`src/hdl/ksd_pkg.sv`:
```
// Shared types, scancode constants and key map tables for the scancode decoder.
package ksd_pkg;

   // Item kinds on the request channel
   typedef enum logic [1:0] {
      KIND_SCAN  = 2'd0,
      KIND_READ  = 2'd1,
      KIND_FLUSH = 2'd2
   } kind_type;

   // Ring buffer command and status, top level to ring
   typedef struct packed {
      logic push;
      logic pop;
      logic flush;
   } ring_cmd_type;

   typedef struct packed {
      logic full;
      logic empty;
   } ring_status_type;

   // Set 1 modifier codes
   localparam logic [7:0] SC_LSHIFT_MAKE  = 8'h2A;
   localparam logic [7:0] SC_LSHIFT_BREAK = 8'hAA;
   localparam logic [7:0] SC_RSHIFT_MAKE  = 8'h36;
   localparam logic [7:0] SC_RSHIFT_BREAK = 8'hB6;
   localparam logic [7:0] SC_LCTRL_MAKE   = 8'h1D;
   localparam logic [7:0] SC_LCTRL_BREAK  = 8'h9D;

   // ASCII keys that steer the text scale while ctrl is held
   localparam logic [6:0] KEY_ONE        = 7'h31;
   localparam logic [6:0] KEY_FOUR       = 7'h34;
   localparam logic [6:0] KEY_PLUS       = 7'h2B;
   localparam logic [6:0] KEY_EQUALS     = 7'h3D;
   localparam logic [6:0] KEY_MINUS      = 7'h2D;
   localparam logic [6:0] KEY_UNDERSCORE = 7'h5F;

   localparam logic [2:0] SCALE_MIN   = 3'd1;
   localparam logic [2:0] SCALE_MAX   = 3'd4;
   localparam logic [2:0] SCALE_RESET = 3'd2;

   function automatic logic [6:0] map_plain(input logic [6:0] code);
      logic [6:0] key;
      unique case (code)
         7'd1:  key = 7'h1B;
         7'd2:  key = 7'h31;
         7'd3:  key = 7'h32;
         7'd4:  key = 7'h33;
         7'd5:  key = 7'h34;
         7'd6:  key = 7'h35;
         7'd7:  key = 7'h36;
         7'd8:  key = 7'h37;
         7'd9:  key = 7'h38;
         7'd10: key = 7'h39;
         7'd11: key = 7'h30;
         7'd12: key = 7'h2D;
         7'd13: key = 7'h3D;
         7'd14: key = 7'h08;
         7'd15: key = 7'h09;
         7'd16: key = 7'h71;
         7'd17: key = 7'h77;
         7'd18: key = 7'h65;
         7'd19: key = 7'h72;
         7'd20: key = 7'h74;
         7'd21: key = 7'h79;
         7'd22: key = 7'h75;
         7'd23: key = 7'h69;
         7'd24: key = 7'h6F;
         7'd25: key = 7'h70;
         7'd26: key = 7'h5B;
         7'd27: key = 7'h5D;
         7'd28: key = 7'h0A;
         7'd30: key = 7'h61;
         7'd31: key = 7'h73;
         7'd32: key = 7'h64;
         7'd33: key = 7'h66;
         7'd34: key = 7'h67;
         7'd35: key = 7'h68;
         7'd36: key = 7'h6A;
         7'd37: key = 7'h6B;
         7'd38: key = 7'h6C;
         7'd39: key = 7'h3B;
         7'd40: key = 7'h27;
         7'd41: key = 7'h60;
         7'd43: key = 7'h5C;
         7'd44: key = 7'h7A;
         7'd45: key = 7'h78;
         7'd46: key = 7'h63;
         7'd47: key = 7'h76;
         7'd48: key = 7'h62;
         7'd49: key = 7'h6E;
         7'd50: key = 7'h6D;
         7'd51: key = 7'h2C;
         7'd52: key = 7'h2E;
         7'd53: key = 7'h2F;
         7'd55: key = 7'h2A;
         7'd57: key = 7'h20;
         default: key = 7'h00;
      endcase
      return key;
   endfunction

   function automatic logic [6:0] map_shifted(input logic [6:0] code);
      logic [6:0] key;
      unique case (code)
         7'd1:  key = 7'h1B;
         7'd2:  key = 7'h21;
         7'd3:  key = 7'h40;
         7'd4:  key = 7'h23;
         7'd5:  key = 7'h24;
         7'd6:  key = 7'h25;
         7'd7:  key = 7'h5E;
         7'd8:  key = 7'h26;
         7'd9:  key = 7'h2A;
         7'd10: key = 7'h28;
         7'd11: key = 7'h29;
         7'd12: key = 7'h5F;
         7'd13: key = 7'h2B;
         7'd14: key = 7'h08;
         7'd15: key = 7'h09;
         7'd16: key = 7'h51;
         7'd17: key = 7'h57;
         7'd18: key = 7'h45;
         7'd19: key = 7'h52;
         7'd20: key = 7'h54;
         7'd21: key = 7'h59;
         7'd22: key = 7'h55;
         7'd23: key = 7'h49;
         7'd24: key = 7'h4F;
         7'd25: key = 7'h50;
         7'd26: key = 7'h7B;
         7'd27: key = 7'h7D;
         7'd28: key = 7'h0A;
         7'd30: key = 7'h41;
         7'd31: key = 7'h53;
         7'd32: key = 7'h44;
         7'd33: key = 7'h46;
         7'd34: key = 7'h47;
         7'd35: key = 7'h48;
         7'd36: key = 7'h4A;
         7'd37: key = 7'h4B;
         7'd38: key = 7'h4C;
         7'd39: key = 7'h3A;
         7'd40: key = 7'h22;
         7'd41: key = 7'h7E;
         7'd43: key = 7'h7C;
         7'd44: key = 7'h5A;
         7'd45: key = 7'h58;
         7'd46: key = 7'h43;
         7'd47: key = 7'h56;
         7'd48: key = 7'h42;
         7'd49: key = 7'h4E;
         7'd50: key = 7'h4D;
         7'd51: key = 7'h3C;
         7'd52: key = 7'h3E;
         7'd53: key = 7'h3F;
         7'd55: key = 7'h2A;
         7'd57: key = 7'h20;
         default: key = 7'h00;
      endcase
      return key;
   endfunction

endpackage

```
`src/hdl/ksd_ring.sv`:
```
// Raw byte ring buffer: pointers and a synchronous byte memory with registered read data.
module ksd_ring #(
   parameter int FIFO_DEPTH = 64
) (
   input  logic                     clock,
   input  logic                     reset,
   input  ksd_pkg::ring_cmd_type    cmd,
   input  logic [7:0]               wr_data,
   output ksd_pkg::ring_status_type status,
   output logic [7:0]               rd_data
);

   localparam int PTR_W = (FIFO_DEPTH > 1) ? $clog2(FIFO_DEPTH) : 1;
   localparam logic [PTR_W-1:0] PTR_LAST = PTR_W'(FIFO_DEPTH - 1);

   logic [7:0]       mem [FIFO_DEPTH];
   logic [PTR_W-1:0] wr_ptr_ff, wr_ptr_in;
   logic [PTR_W-1:0] rd_ptr_ff, rd_ptr_in;
   logic [PTR_W-1:0] wr_ptr_next, rd_ptr_next;
   logic [7:0]       rd_data_ff;

   assign wr_ptr_next = (wr_ptr_ff == PTR_LAST) ? '0 : wr_ptr_ff + 1'b1;
   assign rd_ptr_next = (rd_ptr_ff == PTR_LAST) ? '0 : rd_ptr_ff + 1'b1;

   // One slot stays free, so full means the write pointer is one behind the read pointer
   assign status.full  = (wr_ptr_next == rd_ptr_ff);
   assign status.empty = (wr_ptr_ff == rd_ptr_ff);

   always_comb begin
      wr_ptr_in = wr_ptr_ff;
      rd_ptr_in = rd_ptr_ff;
      if (cmd.push) begin
         wr_ptr_in = wr_ptr_next;
      end
      if (cmd.pop) begin
         rd_ptr_in = rd_ptr_next;
      end else if (cmd.flush) begin
         rd_ptr_in = wr_ptr_ff;
      end
   end

   always_ff @(posedge clock) begin
      if (reset) begin
         wr_ptr_ff <= '0;
         rd_ptr_ff <= '0;
      end else begin
         wr_ptr_ff <= wr_ptr_in;
         rd_ptr_ff <= rd_ptr_in;
      end
   end

   // One command per cycle: a push lands before any later pop reads the same slot
   always_ff @(posedge clock) begin
      if (cmd.push) begin
         mem[wr_ptr_ff] <= wr_data;
      end
   end

   // Read data holds until the next pop
   always_ff @(posedge clock) begin
      if (cmd.pop) begin
         rd_data_ff <= mem[rd_ptr_ff];
      end
   end

   assign rd_data = rd_data_ff;

endmodule

```
`src/hdl/keyboard_scancode_decoder_fifo.sv`:
```
// Top level: set 1 scancode decoder with modifier tracking, text scale and raw byte ring buffer.
//
// Takes one item per cycle on the req_ channel while req_stall is low and returns exactly one
// result per item on the rsp_ channel via the S1 and S2 registers. Every scancode item offers
// its byte to a ring of FIFO_DEPTH entries that holds at most FIFO_DEPTH-1 bytes; a byte that
// finds it full is reported as dropped but still decoded. Read items pop the oldest byte from
// the ring memory, whose read port is registered; flush items empty the ring. The pointers,
// modifier flags and scale update in the transfer cycle, so the next item can follow at once.
// A result register plus a holding stage let one more item in while a result waits under
// rsp_stall. The byte memory is not cleared after reset; it is only read once written. The user
// must write csr_write_data (shell enable) only while the block is idle; it is not enforced.
module keyboard_scancode_decoder_fifo #(
   parameter int FIFO_DEPTH = 64
) (
   input  logic       clock,
   input  logic       reset,
   input  logic       csr_write_enable,
   input  logic       csr_write_data,
   input  logic       req_valid,
   output logic       req_stall,
   input  logic [1:0] req_kind,
   input  logic [7:0] req_scancode,
   output logic       rsp_valid,
   input  logic       rsp_stall,
   output logic       rsp_char_valid,
   output logic [6:0] rsp_char_code,
   output logic [2:0] rsp_scale_now,
   output logic       rsp_read_valid,
   output logic [7:0] rsp_read_byte,
   output logic       rsp_shift_held,
   output logic       rsp_ctrl_held,
   output logic       rsp_dropped
);

   typedef struct packed {
      logic       char_valid;
      logic [6:0] char_code;
      logic [2:0] scale_now;
      logic       read_valid;
      logic       shift_held;
      logic       ctrl_held;
      logic       dropped;
   } result_type;

   ksd_pkg::kind_type        kind;
   ksd_pkg::ring_cmd_type    ring_cmd;
   ksd_pkg::ring_status_type ring_status;
   logic [7:0]               ring_rd_data;

   logic       shell_enable_ff;
   logic       shift_ff, shift_in;
   logic       ctrl_ff, ctrl_in;
   logic [2:0] scale_ff, scale_in;

   logic       accept;
   logic       s1_valid_ff, s1_valid_in;
   logic       s2_valid_ff, s2_valid_in;
   logic       s2_free, s1_move;
   result_type s1_ff, s1_in;
   result_type s2_ff;
   logic [7:0] s2_read_byte_ff;

   logic [6:0] key;
   logic       char_valid;
   logic [6:0] char_code;

   assign kind = ksd_pkg::kind_type'(req_kind);

   // Handshake: S1 holds a fresh result, S2 is the output register
   assign s2_free   = !s2_valid_ff || !rsp_stall;
   assign s1_move   = s1_valid_ff && s2_free;
   assign req_stall = s1_valid_ff && !s2_free;
   assign accept    = req_valid && !req_stall;

   assign key = shift_ff ? ksd_pkg::map_shifted(req_scancode[6:0])
                         : ksd_pkg::map_plain(req_scancode[6:0]);

   always_comb begin
      ring_cmd   = '0;
      shift_in   = shift_ff;
      ctrl_in    = ctrl_ff;
      scale_in   = scale_ff;
      char_valid = 1'b0;
      char_code  = '0;
      if (accept) begin
         unique case (kind)
            ksd_pkg::KIND_SCAN: begin
               ring_cmd.push = !ring_status.full;
               unique case (req_scancode) inside
                  ksd_pkg::SC_LSHIFT_MAKE, ksd_pkg::SC_RSHIFT_MAKE:   shift_in = 1'b1;
                  ksd_pkg::SC_LSHIFT_BREAK, ksd_pkg::SC_RSHIFT_BREAK: shift_in = 1'b0;
                  ksd_pkg::SC_LCTRL_MAKE:                             ctrl_in  = 1'b1;
                  ksd_pkg::SC_LCTRL_BREAK:                            ctrl_in  = 1'b0;
                  default: begin
                     // Make codes only; other releases just go to the ring
                     if (!req_scancode[7]) begin
                        if (ctrl_ff) begin
                           unique case (key) inside
                              [ksd_pkg::KEY_ONE:ksd_pkg::KEY_FOUR]: begin
                                 // ASCII digits 1 to 4 carry the scale in their low bits
                                 scale_in = key[2:0];
                              end
                              ksd_pkg::KEY_PLUS, ksd_pkg::KEY_EQUALS: begin
                                 if (scale_ff < ksd_pkg::SCALE_MAX) begin
                                    scale_in = scale_ff + 3'd1;
                                 end
                              end
                              ksd_pkg::KEY_MINUS, ksd_pkg::KEY_UNDERSCORE: begin
                                 if (scale_ff > ksd_pkg::SCALE_MIN) begin
                                    scale_in = scale_ff - 3'd1;
                                 end
                              end
                              default: ;
                           endcase
                        end else if (key != 7'h00 && shell_enable_ff) begin
                           char_valid = 1'b1;
                           char_code  = key;
                        end
                     end
                  end
               endcase
            end
            ksd_pkg::KIND_READ:  ring_cmd.pop   = !ring_status.empty;
            ksd_pkg::KIND_FLUSH: ring_cmd.flush = 1'b1;
            default: ;
         endcase
      end
   end

   always_comb begin
      s1_in.char_valid = char_valid;
      s1_in.char_code  = char_code;
      s1_in.scale_now  = scale_in;
      s1_in.read_valid = ring_cmd.pop;
      s1_in.shift_held = shift_in;
      s1_in.ctrl_held  = ctrl_in;
      s1_in.dropped    = accept && (kind == ksd_pkg::KIND_SCAN) && ring_status.full;
   end

   always_comb begin
      s1_valid_in = s1_valid_ff;
      if (accept) begin
         s1_valid_in = 1'b1;
      end else if (s1_move) begin
         s1_valid_in = 1'b0;
      end
      s2_valid_in = s2_valid_ff;
      if (s1_move) begin
         s2_valid_in = 1'b1;
      end else if (s2_free) begin
         s2_valid_in = 1'b0;
      end
   end

   always_ff @(posedge clock) begin
      if (reset) begin
         shell_enable_ff <= 1'b0;
         shift_ff        <= 1'b0;
         ctrl_ff         <= 1'b0;
         scale_ff        <= ksd_pkg::SCALE_RESET;
         s1_valid_ff     <= 1'b0;
         s2_valid_ff     <= 1'b0;
      end else begin
         if (csr_write_enable) begin
            shell_enable_ff <= csr_write_data;
         end
         shift_ff    <= shift_in;
         ctrl_ff     <= ctrl_in;
         scale_ff    <= scale_in;
         s1_valid_ff <= s1_valid_in;
         s2_valid_ff <= s2_valid_in;
      end
   end

   always_ff @(posedge clock) begin
      if (accept) begin
         s1_ff <= s1_in;
      end
      if (s1_move) begin
         s2_ff           <= s1_ff;
         s2_read_byte_ff <= s1_ff.read_valid ? ring_rd_data : 8'h00;
      end
   end

   ksd_ring #(
      .FIFO_DEPTH(FIFO_DEPTH)
   ) u_ring (
      .clock   (clock),
      .reset   (reset),
      .cmd     (ring_cmd),
      .wr_data (req_scancode),
      .status  (ring_status),
      .rd_data (ring_rd_data)
   );

   assign rsp_valid      = s2_valid_ff;
   assign rsp_char_valid = s2_ff.char_valid;
   assign rsp_char_code  = s2_ff.char_code;
   assign rsp_scale_now  = s2_ff.scale_now;
   assign rsp_read_valid = s2_ff.read_valid;
   assign rsp_read_byte  = s2_read_byte_ff;
   assign rsp_shift_held = s2_ff.shift_held;
   assign rsp_ctrl_held  = s2_ff.ctrl_held;
   assign rsp_dropped    = s2_ff.dropped;

`ifndef SYNTHESIS
   // A flush leaves the ring empty
   assert property (@(posedge clock) disable iff (reset)
      ring_cmd.flush |=> ring_status.empty)
      else $error("ring not empty after flush");

   // A push leaves at least one byte behind
   assert property (@(posedge clock) disable iff (reset)
      ring_cmd.push |=> !ring_status.empty)
      else $error("ring empty after push");

   // A pop frees a slot
   assert property (@(posedge clock) disable iff (reset)
      ring_cmd.pop |=> !ring_status.full)
      else $error("ring full after pop");

   // A blocked result in S1 stays put
   assert property (@(posedge clock) disable iff (reset)
      (s1_valid_ff && !s2_free) |=> (s1_valid_ff && $stable(s1_ff)))
      else $error("held result lost");

   // Scale stays within its range
   assert property (@(posedge clock) disable iff (reset)
      (scale_ff >= ksd_pkg::SCALE_MIN) && (scale_ff <= ksd_pkg::SCALE_MAX))
      else $error("scale out of range");
`endif

endmodule
```
`config.mk`:
```
export PLATFORM = sky130hd
export DESIGN_NAME = keyboard_scancode_decoder_fifo
export DESIGN_NICKNAME = d
export VERILOG_FILES = /design/src/hdl/ksd_pkg.sv /design/src/hdl/ksd_ring.sv /design/src/hdl/keyboard_scancode_decoder_fifo.sv
export SDC_FILE = /design/constraint.sdc
export NUM_CORES = 1
export LEC_CHECK = 0
export BUFFER_PORTS_ARGS = -buffer_cell sky130_fd_sc_hd__buf_2
export CAP_MARGIN = 25
export CORE_MARGIN = 2
export CORE_UTILIZATION = 50
export DETAILED_ROUTE_END_ITERATION = 12
export PLACE_DENSITY = 0.73
export SYNTH_ARGS = -nofsm -noshare
export SYNTH_HDL_FRONTEND = slang
export SYNTH_SLANG_ARGS = --single-unit
```
`constraint.sdc`:
```
create_clock -name clock -period 5.7 [get_ports clock]
set_input_delay 1.14 -clock clock [delete_from_list [all_inputs] [get_ports clock]]
set_output_delay 1.14 -clock clock [all_outputs]
set_load 0.02 [all_outputs]
```
==> results.toml <==
[power_and_ir_drop]
p_total_mw = 8.61
power_density_nw_per_um2 = 322
p_leak_nw = 8.22
ir_drop_uv = 250

[clock_network]
clk_path_buf_depth = 3
post_cts_buffers = 0
postCtsHoldBufs = 0
htree_levels = 2
cts_resized = 0
clk_latency_ns = 0.61
path_clk_slew_ns = 0.07
cts-root-buf = "clkbuf_16"
cts_inserted_buffers = 54
cts_sinks = 578
cts_tree = "built"

[cells_and_area]
final_common_cell = "edfxtp_1"
final_cell_mix = "558 x edfxtp_1, 160 x mux4_2, 106 x nor2_1"
multi_input_area_um2 = 6510
ff_latch_area_um2 = 17200
drive_above_1_share_pct = 24.7
syn_to_final_growth_pct = 10.8
fin_nets = 1354
n_fill_cell = 3506

[routing]
post_drt_wl_per_cell_um = 26.6
drt-pass1-iter-count = 5
drc = 0
viasPerCell = 6.27
wl_um = 52700
ant_nets = 0
num_vias = 12412
drtIter0Drc = 1529

[worst_setup_path]
end_kind = "flop"
cp.arrival_ns = 4.30
startpoint_type = "flop"
worstPathMaxFanout = 10
cp.required_ns = 5.93
path_class = "flop to flop"

[timing]
relSlewSlack_pct = 31.7
clock_skew_ns = 0.0327
fmax_ghz = 0.246
setup_viol = 0
finalSetupTns_ns = 0
layout_setup_ws_ns = 1.63
fin_crit_ns = 4.07
fin_crit_sh_pct = 71.4
tightest_slew_ns = 1.02
slew_violations = 0
grt_setup_unrepaired = "no"
hold_violations = 0

[synthesis]
synth_top_cell_by_area = "edfxtp_1"
synth_top_area_share_pct = 69.5
synthFlopType = "edfxtp_1"
synth_seq_cells = 578
synthArstFlopShare_pct = 0
netlist_area_um2 = 24100
avgSynthCellArea_um2 = 18.8
postSynthCellCount = 1281
yosys-top-cells-area = "edfxtp_1 69%, mux4_2 15%, dfxtp_1 1.7%"
synth_cell_type_count = 83
synth_warnings = 0
synth-edff-count = 558
ys_seq_area_share_pct = 71.1
synth_nets = 1314

[global_routing]
grtUsageTotal_pct = 21.4
grt_first_pass_wirelength_um = 78600
grt_max_degree = 67
grt_pass1_vias = 12273
grt_antenna_before_repair = 3
grt_overflow = 0

[floorplan]
io_pins = 41
die_y_um = 224
initial_core_util_pct = 50.6
die-width_um = 224
die-area_um2 = 50000
row_count = 80
core_area_um2 = 47600

[job]
cap_violations = 0

[placed_design]
routabilityCongestion = 0.859
portBuffers = 40
place_hpwl_um = 32500
pre_cts_slack_ns = 1.23

[hold_path]
hp-class = "flop to flop"

[status]
status = "finished, final reports clean"
[metal layers]
layer / global-route usage [%] / up-vias / part of all wire, %
met4: 8.58 / 4 / 3.2
li1: - / 5333 / -
met2: 33.3 / 574 / 47
met5: 0 / - / 0.044
met1: 29.4 / 6410 / 41
met3: 5.12 / 91 / 8.0
[logic make-up after synthesis]
family                   after synthesis  share of synthesized area (%)
AO/OA/AOI/OAI                        136                           4.23
AND/OR/NAND/NOR                      248                           5.32
XOR/XNOR                              11                          0.399
multiplexers                         188                           16.2
adder cells (fa/ha/maj)               17                          0.882
flip-flops                           578                           71.1
buffers and inverters                103                           1.90
[cells in the mapped netlist, drive strengths merged, types with 5 or more instances]
cell / n
a21oi: 26
nor2: 106
dfxtp: 20
nand3: 21
mux2: 10
buf: 41
a211o: 6
xnor2: 8
nand3b: 5
edfxtp: 558
a211oi: 7
nor2b: 10
nand2: 32
nand4: 6
nor4: 7
clkbuf: 36
or3: 7
inv: 26
ha: 17
mux2i: 18
o21ai: 29
a31oi: 8
and3: 6
and2: 13
mux4: 160
nand2b: 7
o211ai: 9
nor3: 11
[worst paths after layout]
kind | from | endpoint | slack [ns] | cells past startpoint
worst max-delay path | u_ring.wr_ptr_ff[3] | u_ring.mem[60][2] | 1.63 | 8
worst max register to register | u_ring.wr_ptr_ff[3] | u_ring.mem[60][2] | 1.63 | 8
worst min register to register | s1_ff[2] | rsp_shift_held | 0.42 | 0
worst min-delay path | s1_ff[2] | rsp_shift_held | 0.42 | 0
[flip-flops by register name, summed over array words and instances (netlist names), 3 cells and up]
signal,flops
rsp_char_code,7
rsp_read_byte,8
rsp_scale_now,3
s1_ff,15
scale_ff,3
u_ring.mem,512
u_ring.rd_data,8
u_ring.rd_ptr_ff,6
u_ring.wr_ptr_ff,6
[area by class of cell]
type                            count  share of cell area (%)
Timing Repair Buffer               61                    1.52
Multi-Input combinational cell    600                    24.4
Antenna cell                        1                 0.00936
Clock buffer                       69                    5.62
Tap cell                          615                    2.88
Inverter                           26                   0.365
Clock inverter                     31                    1.06
Sequential cell                   578                    64.2
[through the flow]
stage,hold slack [ns],instance area [um2],std cells,util [%]
floorplan,0.400,24100,1281,-
global placement,0.403,24900,1876,52.2
detailed placement,0.405,24900,1878,52.3
CTS,0.421,26700,1978,56.0
global route,0.426,26700,1981,56.1
finish,0.419,26700,1981,56.1
[report_power, final]
part	switching, mW	internal (mW)	leakage, nW
Sequential	0.00995	4.67	5.20
Combinational	0.210	0.0986	2.14
Clock	1.53	2.09	0.871
Total	1.75	6.85	8.22
[critical path, cell delays in order, from the launching register on]
cell     delay, ns
dfxtp_1       0.57
nand3_1       0.50
o22ai_1       0.31
xnor2_1       0.10
nand3_1       0.24
nand2_1       0.24
nor2_1        0.26
nand3_1       0.61
nor2_1        0.84
Note: power is estimated with default switching activity, not from simulation.
